==> config.mk <==
export PLATFORM = sky130hd
export DESIGN_NAME = lbp_pattern_unit
export DESIGN_NICKNAME = d
export VERILOG_FILES = /design/src/hw/rtl/lbp_pkg.sv /design/src/hw/rtl/lbp_pattern_unit.sv
export SDC_FILE = /design/constraint.sdc
export NUM_CORES = 1
export LEC_CHECK = 0
export BUFFER_PORTS_ARGS = -buffer_cell sky130_fd_sc_hd__buf_4
export CELL_PAD_IN_SITES_DETAIL_PLACEMENT = 1
export CELL_PAD_IN_SITES_GLOBAL_PLACEMENT = 1
export CORE_MARGIN = 3
export CORE_UTILIZATION = 38
export DETAILED_ROUTE_END_ITERATION = 12
export GPL_TIMING_DRIVEN = 0
export MAX_ROUTING_LAYER = met4
export PLACE_DENSITY = 0.85
export SKIP_LAST_GASP = 1
export SLEW_MARGIN = 20
export SYNTH_ARGS = -nofsm -noshare
export SYNTH_HDL_FRONTEND = slang
export SYNTH_SLANG_ARGS = --single-unit
==> constraint.sdc <==
create_clock -name vclk -period 4.22
set_input_delay 0.633 -clock vclk [all_inputs]
set_output_delay 0.633 -clock vclk [all_outputs]
set_load 0.03 [all_outputs]
==> src/hw/rtl/lbp_pkg.sv <==
`timescale 1ns / 1ps

package lbp_pkg;

    // Field widths fixed by the stream format.
    localparam int PIXEL_W      = 8;
    localparam int CODE_W       = 8;
    localparam int LINE_WIDTH_W = 12;
    localparam int CFG_INDEX_W  = 2;
    localparam int CFG_DATA_W   = 12;
    localparam int WINDOW_COLS  = 6;

    // Register map of the configuration port.
    localparam logic [CFG_INDEX_W-1:0] REG_LINE_WIDTH   = 2'd0;
    localparam logic [CFG_INDEX_W-1:0] REG_UNIFORM_MODE = 2'd1;

    // Register values after reset.
    localparam logic [LINE_WIDTH_W-1:0] LINE_WIDTH_RESET   = 12'd640;
    localparam logic                    UNIFORM_MODE_RESET = 1'b1;

    typedef struct packed {
        logic [PIXEL_W-1:0] pixel;
        logic               frame_start;
    } lbp_in_t;

    typedef struct packed {
        logic [CODE_W-1:0] code;
        logic              row_end;
    } lbp_out_t;

    // Two columns back (0..2) and one column back (3..5), top to bottom.
    typedef logic [WINDOW_COLS-1:0][PIXEL_W-1:0] window_t;

    typedef logic [255:0][CODE_W-1:0] rank_table_t;

    // Patterns with at most two circular transitions get ranks 1..58 in
    // ascending pattern order; all other patterns map to zero.
    function automatic rank_table_t build_rank_table();
        rank_table_t table_q;
        int          rank;
        int          p;
        logic [7:0]  pat;
        logic [7:0]  diff;
        rank = 1;
        for (p = 0; p < 256; p++) begin
            pat  = 8'(p);
            diff = pat ^ {pat[0], pat[7:1]};
            if ($countones(diff) <= 2) begin
                table_q[p] = CODE_W'(rank);
                rank       = rank + 1;
            end else begin
                table_q[p] = '0;
            end
        end
        return table_q;
    endfunction

    localparam rank_table_t RANK_TABLE = build_rank_table();

endpackage

==> src/hw/rtl/lbp_pattern_unit.sv <==
`timescale 1ns / 1ps

module lbp_pattern_unit
    import lbp_pkg::*;
(
    input  window_t            window,
    input  logic [PIXEL_W-1:0] top_right,
    input  logic [PIXEL_W-1:0] right,
    input  logic [PIXEL_W-1:0] bottom_right,
    input  logic               uniform_mode,
    output logic [CODE_W-1:0]  code
);

    logic [PIXEL_W-1:0] centre;
    logic [7:0][PIXEL_W-1:0] nb;
    logic [7:0] pattern;

    // Neighbors run clockwise from top-left.
    always_comb begin
        centre = window[4];
        nb[0]  = window[0];
        nb[1]  = window[3];
        nb[2]  = top_right;
        nb[3]  = right;
        nb[4]  = bottom_right;
        nb[5]  = window[5];
        nb[6]  = window[2];
        nb[7]  = window[1];
        for (int k = 0; k < 8; k++) begin
            pattern[k] = (nb[k] >= centre);
        end
    end

    // Raw pattern or its uniform label.
    assign code = uniform_mode ? RANK_TABLE[pattern] : pattern;

endmodule

==> key figures <==
Route
  – # DRC: 0
  – Drt first pass iters: 4
  – Initial DRC Count: 353
  – Via density: about 6.3
  – Routed Antenna Nets: 0
  – Avg WL per Cell: ~22 um
  – Vias after detailed routing: around 3000
  – Drt total wl: 10.40 mm

GRT
  – Initial antenna violation count: 0
  – Vias in the first global route: 2803
  – GR Overflow Total: 0
  – Largest net degree at the start of global routing: 11
  – GR Util All Layers: 25.26%
  – First-pass GRT wire length: approximately 13 mm

Critical path
  – CP max stage cell: o311ai_1
  – Worst Path Required: 3.59 ns
  – Crit end category: output port
  – Most Frequent Cell on Critical Path: buf_4
  – Critical path type: primary input to output port
  – Cell Chain, Critical Path: buf_4 -> clkinvlp_4 -> buf_4 -> ha_1 -> nand4_1 -> o311ai_1 -> o41ai_2 -> a211oi_2 -> a2111oi_2 -> or3_1 -> buf_4
  – Crit-path max cell delay: 0.85 ns
  – CP arrival: approximately 3.7 ns
  – Worst-path fanout max: 8
  – Critical path startpoint category: primary input

Power
  – Gate power share: 100.0%
  – Switching Power: about 0.00032 W
  – Lkg Pwr: 1.626 nW
  – Cell internal pwr: ~0.00024 W
  – Sw frac: 56.96%
  – Max IR drop VDD: 0.00008190 V
  – Cell Pwr Density: 164.7 nW/um2
  – Clock power share: 0%
  – Sequential power share: 0%

Cells and area
  – Area growth syn-to-layout: 52.49%
  – # clk buffers: 0
  – Layout cells sized above 1: 40.00%
  – Reg area: 0 um2
  – Footprint of the multi-input gates: about 2300 um2
  – Fill count: roughly 710
  – Fin nets: about 550
  – N_diodes: 0
  – Non-filler cells, final: 477
  – Seq cells: 0

Placed design
  – Routability Congestion: 1.003
  – Port Buffers: between 80 and 90
  – Post-DP HPWL: 6.906 mm
  – Cells after DPL: 445

Floorplanning
  – Num ports: 81
  – Die X: 82.71 um
  – Core region area: around 5600 um2
  – Site Rows: 27
  – Initial Utilization: ~40%
  – Die H: 82.71 um
  – Die ar.: between 6000 and 7000 um2

Timing
  – Hold Slack: 1.906 ns
  – RSZ-0062 raised after global routing: true
  – Final setup viols: 4
  – Final worst path period share: 102.3%
  – Rel. slew slack: 37.00%
  – Final Max Slew Viols: 0
  – Final min period: 4.318 ns
  – Peak Freq: 231.6 MHz
  – Final worst slack: -0.09798 ns
  – Worst Max-Slew Pin Slew: 0.9302 ns
  – Hold Vio Cnt, Final: 0

Synthesis
  – Cells after Synth: 292
  – Synth cell count leaders: ha_1, inv_1, o21ai_0
  – Area leader, netlist: ha_1
  – Post-synthesis mux area share: 1.791%
  – Count leader, synth: ha_1
  – Largest family of logic cells by synthesized area: adder cells
  – Register area share after synthesis: 0%
  – Synthesis warning total: 0
  – Distinct cells, synth: 56
  – XOR/XNOR share of the synthesized area: 0.7834%
  – Netlist Area Pre-Place: around 2200 um2
  – Compound-Gate Fraction of Synth Area: 34.19%
  – Synth Area in Adders: 38.61%
  – Synth Area in Simple Gates: 17.96%
  – Synth top area cells: ha_1, o21ai_0, inv_1, a21oi_1, nand2_1
  – Yosys top cell area share: around 39%
  – Syn_nets: 434
  – Synthesized area per cell: 7.657 um2

Clocking
  – # hold bufs at CTS: 0

Status
  – Failing checks: negative setup slack
  – Status: finished with violations

Hold path
  – Min-Delay Path Class: primary input to output port

Flow run
  – Max-Cap Viols: 0
## critical path: cells and delay by family
family | cells | cell delay [ns]
compound gates | 4 | 1.51
fa+ha+maj | 1 | 0.30
buf+inv | 4 | 0.68
simple gates | 2 | 0.55
## final timing paths
| kind | from | cells past startpoint | slack, ns | end |
|---|---|---|---|---|
| max | window[39] | 11 | -0.1 | code[1] |
| min | uniform_mode | 4 | 1.91 | code[7] |
## routing by layer
layer	track usage [%]	up-vias	wire length, um
met3	2.495	30	662
met4	4.412	0	323
met2	46.55	151	5447
met5	-	-	0
li1	-	1376	-
met1	29.87	1432	3962
## kinds of logic after synthesis
family / Yosys count
AOI/OAI and AO/OA: 101
and+or+nand+nor: 81
adders and majority gates: 69
buffers and inverters: 35
muxes: 4
xor gates and xnor gates: 2
## placed cells by master, fill, tap and decap left out, types with 4 or more instances in the layout
master | synthesis | layout
nor3_1 | 8 | 6
nand3_1 | 7 | 7
o21a_1 | 6 | 6
o21ai_0 | 19 | 15
a21oi_1 | 14 | 14
mux2i_1 | 4 | 4
inv_1 | 24 | 17
clkinvlp_4 | 0 | 5
nand2_1 | 18 | 17
nand4_1 | 8 | 8
nor2_1 | 18 | 17
clkbuf_2 | 0 | 4
a31oi_1 | 6 | 5
ha_1 | 69 | 64
buf_4 | 4 | 116
a2111oi_2 | 1 | 4
or3_1 | 4 | 4
nand2b_1 | 10 | 10
## repair_timing
| action | in CTS | in global routing |
|---|---|---|
| buffers inserted | 3 | 29 |
| gates resized for setup | 8 | 46 |
| pin swaps | 3 | 6 |
| endpoints found under the setup margin | 6 | 6 |
| gates cloned | 0 | 0 |
## area by class of cell
cell class / count / area share (%)
inverters: 24 / 3.193
well taps: 72 / 2.642
plain buffers: 11 / 1.945
repair buffers: 113 / 24.99
multi-input cells: 257 / 67.23
## stage by stage
stage	power, W	area [um2]	setup slack (ns)	TNS, ns	util [%]
6_report	0.0005615	3410	-0.09798	-0.1937	60.80
5_1_grt	0.0006060	3410	-0.2101	-0.8024	60.80
4_1_cts	0.0004599	2987	-0.03205	-0.07879	53.26
3_5_place_dp	0.0004454	2934	-0.7206	-2.504	52.32
3_3_place_gp	0.0004297	2934	-0.6872	-2.384	52.32
2_1_floorplan	0.0002844	2236	0.1410	0	-
## power groups by stage
| stage | registers (W) | logic [W] | clock network [W] |
|---|---|---|---|
| final | 0 | 0.000562 | 0 |
| after global routing | 0 | 0.000606 | 0 |
| after global placement | 0 | 0.000430 | 0 |
| after detailed placement | 0 | 0.000445 | 0 |
| after CTS | 0 | 0.000460 | 0 |
| after floorplan | 0 | 0.000284 | 0 |
Note: power is estimated with default switching activity, not from simulation.
